===== src/rtl/ifsp_pkg.sv =====
// ----------------------------------------------------------------------------
// ifsp_pkg: shared types and constants of the ILDA frame stream parser
// Holds the parse phase, the command format that the front end queues for
// the back end, and the result and error codes.
// ----------------------------------------------------------------------------
package ifsp_pkg;

    localparam logic [31:0] ILDA_MAGIC = 32'h41444C49;
    localparam int unsigned BLANK_BIT  = 6;

    localparam int unsigned Q_DEPTH = 4;
    localparam int unsigned Q_AW    = $clog2(Q_DEPTH);

    localparam logic [4:0] HDR_LAST_POS   = 5'd31;
    localparam logic [4:0] HDR_FORMAT_POS = 5'd7;
    localparam logic [2:0] COORD_BYTES_3D = 3'd6;
    localparam logic [2:0] COORD_BYTES_2D = 3'd4;

    typedef enum logic [1:0] {
        PH_HEADER = 2'd0,
        PH_POINTS = 2'd1,
        PH_ERROR  = 2'd2
    } t_phase;

    typedef enum logic [1:0] {
        KIND_POINT  = 2'd0,
        KIND_HEADER = 2'd1,
        KIND_ERROR  = 2'd2
    } t_kind;

    typedef enum logic [1:0] {
        ERR_BAD_MAGIC = 2'd0,
        ERR_FORMAT    = 2'd1,
        ERR_TRUNCATED = 2'd2
    } t_err;

    typedef enum logic [2:0] {
        OP_COORD  = 3'd0,
        OP_STATUS = 3'd1,
        OP_POINT  = 3'd2,
        OP_HEADER = 3'd3,
        OP_ERROR  = 3'd4
    } t_op;

    typedef struct packed {
        t_op         op;
        logic [7:0]  data;
        logic        is_3d;
        logic        last;
        t_err        err;
        logic [15:0] count;
        logic [15:0] frame;
    } t_cmd;

    function automatic logic [7:0] magic_byte(input logic [1:0] pos);
        magic_byte = ILDA_MAGIC[{pos, 3'b000} +: 8];
    endfunction

endpackage


===== src/rtl/ifsp_front.sv =====
// ----------------------------------------------------------------------------
// ifsp_front: byte classifier of the ILDA frame stream parser
// Tracks header and point framing, checks magic and format, and turns each
// byte that matters into a command for the back end.
// ----------------------------------------------------------------------------
module ifsp_front import ifsp_pkg::*; (
    input  logic       i_clk,
    input  logic       i_rst_n,
    input  logic       i_valid,
    input  logic [7:0] i_data_byte,
    input  logic       i_stream_end,
    input  logic       i_full,
    output logic       o_push,
    output t_cmd       o_cmd
);

    t_phase      r_phase, n_phase;
    logic [4:0]  r_pos, n_pos;
    logic        r_is_3d, n_is_3d;
    logic [15:0] r_remaining, n_remaining;
    logic        r_mismatch, n_mismatch;
    logic [7:0]  r_format, n_format;
    logic [31:0] r_hdr, n_hdr;

    logic       accept;
    logic [2:0] coord_bytes;

    assign accept      = i_valid && !i_full;
    assign coord_bytes = r_is_3d ? COORD_BYTES_3D : COORD_BYTES_2D;

    always_ff @(posedge i_clk) begin
        if (!i_rst_n) begin
            r_phase     <= PH_HEADER;
            r_pos       <= '0;
            r_is_3d     <= 1'b0;
            r_remaining <= '0;
            r_mismatch  <= 1'b0;
            r_format    <= '0;
            r_hdr       <= '0;
        end else begin
            r_phase     <= n_phase;
            r_pos       <= n_pos;
            r_is_3d     <= n_is_3d;
            r_remaining <= n_remaining;
            r_mismatch  <= n_mismatch;
            r_format    <= n_format;
            r_hdr       <= n_hdr;
        end
    end

    always_comb begin
        n_phase     = r_phase;
        n_pos       = r_pos;
        n_is_3d     = r_is_3d;
        n_remaining = r_remaining;
        n_mismatch  = r_mismatch;
        n_format    = r_format;
        n_hdr       = r_hdr;
        o_push      = 1'b0;
        o_cmd       = '0;
        o_cmd.data  = i_data_byte;
        o_cmd.is_3d = r_is_3d;

        if (accept) begin
            if (i_stream_end) begin
                // A stream that stops inside a header or a frame is truncated.
                if (r_phase == PH_POINTS || (r_phase == PH_HEADER && r_pos != 5'd0)) begin
                    o_push    = 1'b1;
                    o_cmd.op  = OP_ERROR;
                    o_cmd.err = ERR_TRUNCATED;
                end
                n_phase    = PH_HEADER;
                n_pos      = '0;
                n_mismatch = 1'b0;
                n_hdr      = '0;
            end else begin
                case (r_phase)
                    PH_HEADER: begin
                        if (r_pos < 5'd4 && i_data_byte != magic_byte(r_pos[1:0])) begin
                            n_mismatch = 1'b1;
                        end
                        if (r_pos == HDR_FORMAT_POS) begin
                            n_format = i_data_byte;
                        end
                        if (r_pos inside {[5'd24:5'd27]}) begin
                            n_hdr = {r_hdr[23:0], i_data_byte};
                        end
                        if (r_pos != HDR_LAST_POS) begin
                            n_pos = r_pos + 5'd1;
                        end else begin
                            n_pos  = '0;
                            o_push = 1'b1;
                            if (r_mismatch) begin
                                o_cmd.op  = OP_ERROR;
                                o_cmd.err = ERR_BAD_MAGIC;
                                n_phase   = PH_ERROR;
                            end else if (r_format > 8'd1) begin
                                o_cmd.op  = OP_ERROR;
                                o_cmd.err = ERR_FORMAT;
                                n_phase   = PH_ERROR;
                            end else begin
                                o_cmd.op    = OP_HEADER;
                                o_cmd.count = r_hdr[31:16];
                                o_cmd.frame = r_hdr[15:0];
                                n_is_3d     = (r_format == 8'd0);
                                n_remaining = r_hdr[31:16];
                                n_hdr       = '0;
                                n_phase     = (r_hdr[31:16] != 16'd0) ? PH_POINTS : PH_HEADER;
                            end
                        end
                    end
                    PH_POINTS: begin
                        o_push = 1'b1;
                        if (r_pos[2:0] < coord_bytes) begin
                            o_cmd.op = OP_COORD;
                            n_pos    = r_pos + 5'd1;
                        end else if (r_pos[2:0] == coord_bytes) begin
                            o_cmd.op = OP_STATUS;
                            n_pos    = r_pos + 5'd1;
                        end else begin
                            o_cmd.op    = OP_POINT;
                            o_cmd.last  = (r_remaining == 16'd1);
                            n_pos       = '0;
                            n_remaining = r_remaining - 16'd1;
                            if (r_remaining == 16'd1) begin
                                n_phase = PH_HEADER;
                            end
                        end
                    end
                    PH_ERROR: begin
                        // Data bytes are dropped until the stream ends.
                    end
                    default: begin
                        n_phase = PH_HEADER;
                    end
                endcase
            end
        end
    end

endmodule


===== src/rtl/ifsp_cmd_queue.sv =====
// ----------------------------------------------------------------------------
// ifsp_cmd_queue: command queue between front end and back end
// A short first-in first-out buffer of commands with a registered full flag.
// ----------------------------------------------------------------------------
module ifsp_cmd_queue import ifsp_pkg::*; (
    input  logic i_clk,
    input  logic i_rst_n,
    input  logic i_push,
    input  t_cmd i_cmd,
    input  logic i_pop,
    output logic o_full,
    output logic o_nonempty,
    output t_cmd o_head
);

    t_cmd            r_mem [Q_DEPTH];
    logic [Q_AW-1:0] r_wr_ptr, r_rd_ptr;
    logic [Q_AW:0]   r_count;
    logic            do_push, do_pop;

    assign o_full     = (r_count == (Q_AW+1)'(Q_DEPTH));
    assign o_nonempty = (r_count != '0);
    assign o_head     = r_mem[r_rd_ptr];
    assign do_push    = i_push && !o_full;
    assign do_pop     = i_pop && o_nonempty;

    always_ff @(posedge i_clk) begin
        if (do_push) begin
            r_mem[r_wr_ptr] <= i_cmd;
        end
    end

    always_ff @(posedge i_clk) begin
        if (!i_rst_n) begin
            r_wr_ptr <= '0;
            r_rd_ptr <= '0;
            r_count  <= '0;
        end else begin
            if (do_push) begin
                r_wr_ptr <= r_wr_ptr + 1'b1;
            end
            if (do_pop) begin
                r_rd_ptr <= r_rd_ptr + 1'b1;
            end
            case ({do_push, do_pop})
                2'b10:   r_count <= r_count + 1'b1;
                2'b01:   r_count <= r_count - 1'b1;
                default: r_count <= r_count;
            endcase
        end
    end

endmodule


===== src/rtl/ifsp_back.sv =====
// ----------------------------------------------------------------------------
// ifsp_back: result builder of the ILDA frame stream parser
// Assembles point coordinates and status from queued commands and holds
// each result in an output register until the receiver takes it.
// ----------------------------------------------------------------------------
module ifsp_back import ifsp_pkg::*; (
    input  logic               i_clk,
    input  logic               i_rst_n,
    input  logic               i_nonempty,
    input  t_cmd               i_head,
    output logic               o_pop,
    input  logic               i_stall,
    output logic               o_valid,
    output logic        [1:0]  o_kind,
    output logic signed [15:0] o_point_x,
    output logic signed [15:0] o_point_y,
    output logic signed [15:0] o_point_z,
    output logic        [7:0]  o_point_color,
    output logic               o_last_point,
    output logic        [15:0] o_frame_number,
    output logic        [15:0] o_point_count,
    output logic        [1:0]  o_error_code
);

    logic [47:0] r_asm;
    logic [7:0]  r_status;
    logic        r_valid;
    logic        out_free, emits, load;

    assign out_free = !r_valid || !i_stall;
    assign emits    = (i_head.op == OP_POINT) || (i_head.op == OP_HEADER) ||
                      (i_head.op == OP_ERROR);
    assign o_pop    = i_nonempty && (!emits || out_free);
    assign load     = o_pop && emits;
    assign o_valid  = r_valid;

    always_ff @(posedge i_clk) begin
        if (!i_rst_n) begin
            r_valid <= 1'b0;
        end else if (load) begin
            r_valid <= 1'b1;
        end else if (!i_stall) begin
            r_valid <= 1'b0;
        end
    end

    always_ff @(posedge i_clk) begin
        if (!i_rst_n) begin
            r_asm    <= '0;
            r_status <= '0;
        end else if (o_pop) begin
            case (i_head.op)
                OP_COORD:  r_asm    <= {r_asm[39:0], i_head.data};
                OP_STATUS: r_status <= i_head.data;
                default:   r_asm    <= '0;
            endcase
        end
    end

    always_ff @(posedge i_clk) begin
        if (load) begin
            o_point_x      <= '0;
            o_point_y      <= '0;
            o_point_z      <= '0;
            o_point_color  <= '0;
            o_last_point   <= 1'b0;
            o_frame_number <= '0;
            o_point_count  <= '0;
            o_error_code   <= '0;
            case (i_head.op)
                OP_POINT: begin
                    o_kind        <= KIND_POINT;
                    o_point_color <= r_status[BLANK_BIT] ? 8'd0 : i_head.data;
                    o_last_point  <= i_head.last;
                    if (i_head.is_3d) begin
                        o_point_x <= r_asm[47:32];
                        o_point_y <= r_asm[31:16];
                        o_point_z <= r_asm[15:0];
                    end else begin
                        o_point_x <= r_asm[31:16];
                        o_point_y <= r_asm[15:0];
                    end
                end
                OP_HEADER: begin
                    o_kind         <= KIND_HEADER;
                    o_frame_number <= i_head.frame;
                    o_point_count  <= i_head.count;
                end
                default: begin
                    o_kind       <= KIND_ERROR;
                    o_error_code <= i_head.err;
                end
            endcase
        end
    end

endmodule


===== src/rtl/ilda_frame_stream_parser.sv =====
// ----------------------------------------------------------------------------
// ilda_frame_stream_parser: ILDA laser frame stream parser
// Parses a byte stream of ILDA frames into header, point and error results.
// ----------------------------------------------------------------------------
// Usage: the input channel carries one beat per file byte (i_data_byte) or an
// end-of-stream marker (i_stream_end). A beat is taken at a rising edge where
// i_valid is high and o_stall is low. The output channel presents one result
// beat on o_valid with its fields; the receiver holds it with i_stall.
// Throughput is one input beat per cycle while o_stall is low. A result is
// built in two steps: the front end writes a command into a four-entry queue
// at the edge that took the byte which completes it, and the back end moves
// it from the queue into the output register once that register is free.
// When the receiver stalls, the output register holds its beat, the back end
// keeps absorbing coordinate and status commands, and result commands wait
// in the queue; o_stall rises only once the queue is full, which is set by
// the queue depth and not by the parsing work.
// Reset (i_rst_n low at a clock edge) empties the queue, drops any pending
// result and restarts parsing at a frame header.
// ----------------------------------------------------------------------------
module ilda_frame_stream_parser import ifsp_pkg::*; (
    input  logic               i_clk,
    input  logic               i_rst_n,
    input  logic               i_valid,
    output logic               o_stall,
    input  logic        [7:0]  i_data_byte,
    input  logic               i_stream_end,
    output logic               o_valid,
    input  logic               i_stall,
    output logic        [1:0]  o_kind,
    output logic signed [15:0] o_point_x,
    output logic signed [15:0] o_point_y,
    output logic signed [15:0] o_point_z,
    output logic        [7:0]  o_point_color,
    output logic               o_last_point,
    output logic        [15:0] o_frame_number,
    output logic        [15:0] o_point_count,
    output logic        [1:0]  o_error_code
);

    // Command path from the classifier to the result builder.
    logic q_full, q_nonempty, q_push, q_pop;
    t_cmd push_cmd, head_cmd;

    // The input side stalls only on a full queue, so o_stall is registered.
    assign o_stall = q_full;

    ifsp_front u_front (
        .i_clk        (i_clk),
        .i_rst_n      (i_rst_n),
        .i_valid      (i_valid),
        .i_data_byte  (i_data_byte),
        .i_stream_end (i_stream_end),
        .i_full       (q_full),
        .o_push       (q_push),
        .o_cmd        (push_cmd)
    );

    ifsp_cmd_queue u_queue (
        .i_clk      (i_clk),
        .i_rst_n    (i_rst_n),
        .i_push     (q_push),
        .i_cmd      (push_cmd),
        .i_pop      (q_pop),
        .o_full     (q_full),
        .o_nonempty (q_nonempty),
        .o_head     (head_cmd)
    );

    ifsp_back u_back (
        .i_clk          (i_clk),
        .i_rst_n        (i_rst_n),
        .i_nonempty     (q_nonempty),
        .i_head         (head_cmd),
        .o_pop          (q_pop),
        .i_stall        (i_stall),
        .o_valid        (o_valid),
        .o_kind         (o_kind),
        .o_point_x      (o_point_x),
        .o_point_y      (o_point_y),
        .o_point_z      (o_point_z),
        .o_point_color  (o_point_color),
        .o_last_point   (o_last_point),
        .o_frame_number (o_frame_number),
        .o_point_count  (o_point_count),
        .o_error_code   (o_error_code)
    );

endmodule

===== config.mk =====
export PLATFORM = sky130hd
export DESIGN_NAME = ilda_frame_stream_parser
export DESIGN_NICKNAME = d
export VERILOG_FILES = /design/src/rtl/ifsp_pkg.sv /design/src/rtl/ifsp_front.sv /design/src/rtl/ifsp_cmd_queue.sv /design/src/rtl/ifsp_back.sv /design/src/rtl/ilda_frame_stream_parser.sv
export SDC_FILE = /design/constraint.sdc
export NUM_CORES = 1
export LEC_CHECK = 0
export BUFFER_PORTS_ARGS = -buffer_cell sky130_fd_sc_hd__buf_2
export CAP_MARGIN = 20
export CORE_UTILIZATION = 49
export DETAILED_ROUTE_END_ITERATION = 7
export PLACE_DENSITY = 0.75
export SYNTH_ARGS = -nofsm -noshare
export SYNTH_HDL_FRONTEND = slang
export SYNTH_SLANG_ARGS = --single-unit

===== constraint.sdc =====
create_clock -name i_clk -period 13.5 [get_ports i_clk]
set_input_delay 2.025 -clock i_clk [delete_from_list [all_inputs] [get_ports i_clk]]
set_output_delay 2.025 -clock i_clk [all_outputs]
set_load 0.02 [all_outputs]

==> impl_metrics.py <==
metrics = {
    "outcome": {
        "status": "complete, no violations",
    },
    "synth": {
        "avgSynthCellArea_um2": 14.3,
        "synth_compound_area_share_pct": 7.04,
        "synthSimpleGateAreaFrac_pct": 10.9,
        "synth-async-reset-ratio_pct": 0,
        "ys_top_cells_by_area": "edfxtp_1 53%, dfxtp_1 16%, mux4_2 6.7%, mux2i_1 2.8%, a22o_1 2.7%",
        "synth-xor-area-share_pct": 0.330,
        "yosysSeqAreaShare_pct": 68.6,
        "synth_top_area_share_pct": 53.0,
        "ys_ff_latch": 405,
        "yosys.cell_types.count": 64,
        "synthCells": 1116,
        "synthesis.nets": 1141,
        "synth-adder-area-share_pct": 0.991,
        "synth_flop_cell": "edfxtp_1",
        "synth_area_um2": 15900,
        "synth_top_family_by_area": "simple AND/OR/NAND/NOR gates",
        "synth-edff-count": 281,
        "yosys.area.top_type": "edfxtp_1",
        "synthMuxAreaShare_pct": 9.49,
        "yosys_warnings": 0,
    },
    "worst_hold_path": {
        "hold_path.class": "register to register",
        "hp-start": "u_front.r_hdr[10]",
    },
    "layout": {
        "finalInstanceArea_um2": 18100,
        "nets": 1234,
        "nFillCells": 2461,
        "drive_above_1_share_pct": 20.2,
        "area_growth_pct": 13.6,
    },
    "drt": {
        "drtIter0Drc": 846,
        "drtAntennaViolNets": 0,
        "wl_mm": 31.8,
        "post_drt_wl_per_cell_um": 19.4,
        "dr.pass1.iters": 5,
        "viasPerCell": 5.75,
        "route.detailed.drc": 0,
        "vias": 9438,
    },
    "die": {
        "coreArea_um2": 31700,
        "num_rows": 65,
        "start_util_pct": 50.2,
        "io_pins": 108,
        "die_h_um": 182,
        "die_x_um": 182,
        "dieArea_um2": 33200,
    },
    "clock_tree": {
        "numCtsBuffers": 39,
        "cts_tree": "built",
        "cts_resized": 0,
        "cts.path.max_buffers": 3,
        "cts_sinks": 405,
        "post_cts_buffers": 0,
        "path_clk_slew_ns": 0.06,
        "root_buffer": "clkbuf_16",
        "cts_hold_buf": 0,
        "clock_latency_ns": 0.54,
        "htree_levels": 2,
    },
    "timing": {
        "rsz0062_at_grt": "no",
        "period_share_pct": 30.8,
        "report.final.slew_viol_count": 0,
        "finalSetupViolations": 0,
        "fin_skew_ns": 0.0252,
        "fin_tns_setup_ns": 0,
        "layout_min_cycle_time_ns": 4.15,
        "worst_pin_slew_ns": 1.05,
        "max-slew-margin-rel_pct": 30.1,
        "hold_violations": 0,
        "fmax_mhz": 241,
    },
    "critical_path": {
        "ff2ff_setup_slack_ns": 9.35,
        "critPathRequiredTime_ns": 13.64,
        "arrival_ns": 4.29,
        "start_kind": "register",
        "crit_type": "register to register",
        "end_kind": "register",
        "crit_fanout": 76,
    },
    "global_route": {
        "antenna_found_initial": 1,
        "grt_pass1_wl_mm": 49.9,
        "grt_use_total_pct": 19.1,
        "grt_pass1_vias": 9235,
        "grt_max_degree": 77,
        "overflow": 0,
    },
    "pwr": {
        "irDropWorstVdd_v": 0.0000798,
        "p_int_mw": 2.31,
        "p_switching_uw": 931,
        "clkPwrFrac_pct": 32.4,
        "powerDensity_nw_per_um2": 179,
        "p_comb_share_pct": 20.9,
        "swShare_pct": 28.8,
        "p_leak_nw": 6.68,
        "pwr-share-seq_pct": 46.8,
    },
    "placement": {
        "place.gp.congestion": 0.865,
        "portBuffers": 107,
        "placed_cell_area_um2": 16800,
        "dp_hpwl_mm": 19.2,
    },
    "run": {
        "cap_violations": 0,
    },
}
-- registers in the layout, indices dropped and copies added, names as in the netlist, 3 cells and up, named ones only --
signal                 flops
u_back.o_point_y          16
u_back.o_point_z          16
u_back.r_asm              48
u_front.r_remaining       16
u_queue.r_count            3
u_front.r_format           8
u_back.o_point_color       8
u_front.r_pos              5
u_queue.r_mem            188
u_back.o_point_count      16
u_back.o_point_x          16
u_front.r_hdr             32
u_back.o_frame_number     16
-- cell families after synthesis --
kind of cell,Yosys count
xor+xnor,6
compound gates,160
mux,92
fa+ha+maj,12
buf+inv,95
flops,405
simple gates,346
-- final timing paths --
check,depth (start not counted),to
hold reg to reg,2,u_front.r_hdr[10]
setup reg to reg,6,u_back.o_kind[1]
hold / removal,2,u_front.r_hdr[10]
setup / recovery,6,u_back.o_kind[1]
-- per-stage QoR --
stage               total power [mW]  setup WS (ns)  std cells  util (%)  hold slack [ns]
CTS                             3.27           9.23       1637      56.8            0.472
finish                          3.24           9.35       1641      57.0            0.473
global route                    3.37           9.00       1641      57.0            0.494
floorplan                       2.07           4.29       1116         -            0.441
global placement                2.21           8.81       1567      52.9            0.456
detailed placement              2.23           8.77       1567      52.9            0.464
-- placed cells by master (no fill, tap or decap), types with 4 or more instances in the layout --
cell,Yosys,final
edfxtp_1,281,281
dfxtp_1,124,122
buf_2,18,107
nand2_1,94,94
nor2_1,92,88
and3_1,68,68
a21oi_1,55,55
a22o_1,49,49
mux4_2,47,47
mux2i_1,44,44
clkbuf_16,0,41
and2_1,24,24
inv_1,22,22
buf_4,3,14
ha_1,11,11
o21ai_0,10,10
clkbuf_1,40,10
nor3_1,11,9
nor4_1,9,9
nand2b_1,8,8
nand3_1,8,8
a31oi_1,7,7
clkinv_2,0,6
clkinv_1,0,6
nor2b_1,5,5
a22oi_1,5,5
o211ai_1,5,5
o31ai_1,5,5
nor3b_1,4,4
nor2_4,0,4
nand3b_1,4,4
xor2_1,4,4
-- synthesized netlist by cell type (5+ instances only) --
library cell,count
o21ai_0,10
buf_1,7
nand2_1,94
a21oi_1,55
nor4_1,9
nor3_1,11
inv_1,22
clkbuf_1,40
a31oi_1,7
ha_1,11
and3_1,68
a22oi_1,5
nor2_1,92
a22o_1,49
buf_2,18
nand3_1,8
nand2b_1,8
mux4_2,47
nor2b_1,5
dfxtp_1,124
o31ai_1,5
o211ai_1,5
edfxtp_1,281
and2_1,24
mux2i_1,44
-- cell type report --
cell class | instances | area, um2 | share of cell area [%]
tap | 402 | 503 | 2.78
clock inverter | 17 | 145 | 0.803
antenna | 1 | 2.50 | 0.0138
clock buffer | 53 | 1080 | 5.97
timing repair buffer | 124 | 708 | 3.92
inverter | 23 | 86.3 | 0.478
multi-input combinational | 616 | 4620 | 25.6
sequential | 405 | 10900 | 60.4
-- critical path, cell delays in order, from the launching register on --
cell     delay (ns)
dfxtp_2        0.85
mux4_2         0.70
nor2b_4        0.77
a21oi_1        0.15
nor3_2         0.15
buf_4          0.28
buf_4          0.75
-- power groups by stage --
| stage | registers, mW | clock network (mW) | logic [mW] |
|---|---|---|---|
| 6_report | 1.52 | 1.05 | 0.676 |
| 5_1_grt | 1.53 | 1.11 | 0.726 |
| 3_5_place_dp | 1.55 | 0 | 0.683 |
| 4_1_cts | 1.52 | 1.06 | 0.686 |
| 3_3_place_gp | 1.54 | 0 | 0.673 |
| 2_1_floorplan | 1.65 | 0 | 0.420 |
-- metal layers --
layer	global-route usage (%)	part of all wire, %	up-vias
met3	3.21	6.1	63
met2	30.7	47	324
li1	-	-	4364
met4	7.39	3.0	0
met5	0	0	-
met1	26.2	44	4687
No activity file was read; power rests on OpenSTA's default activity.
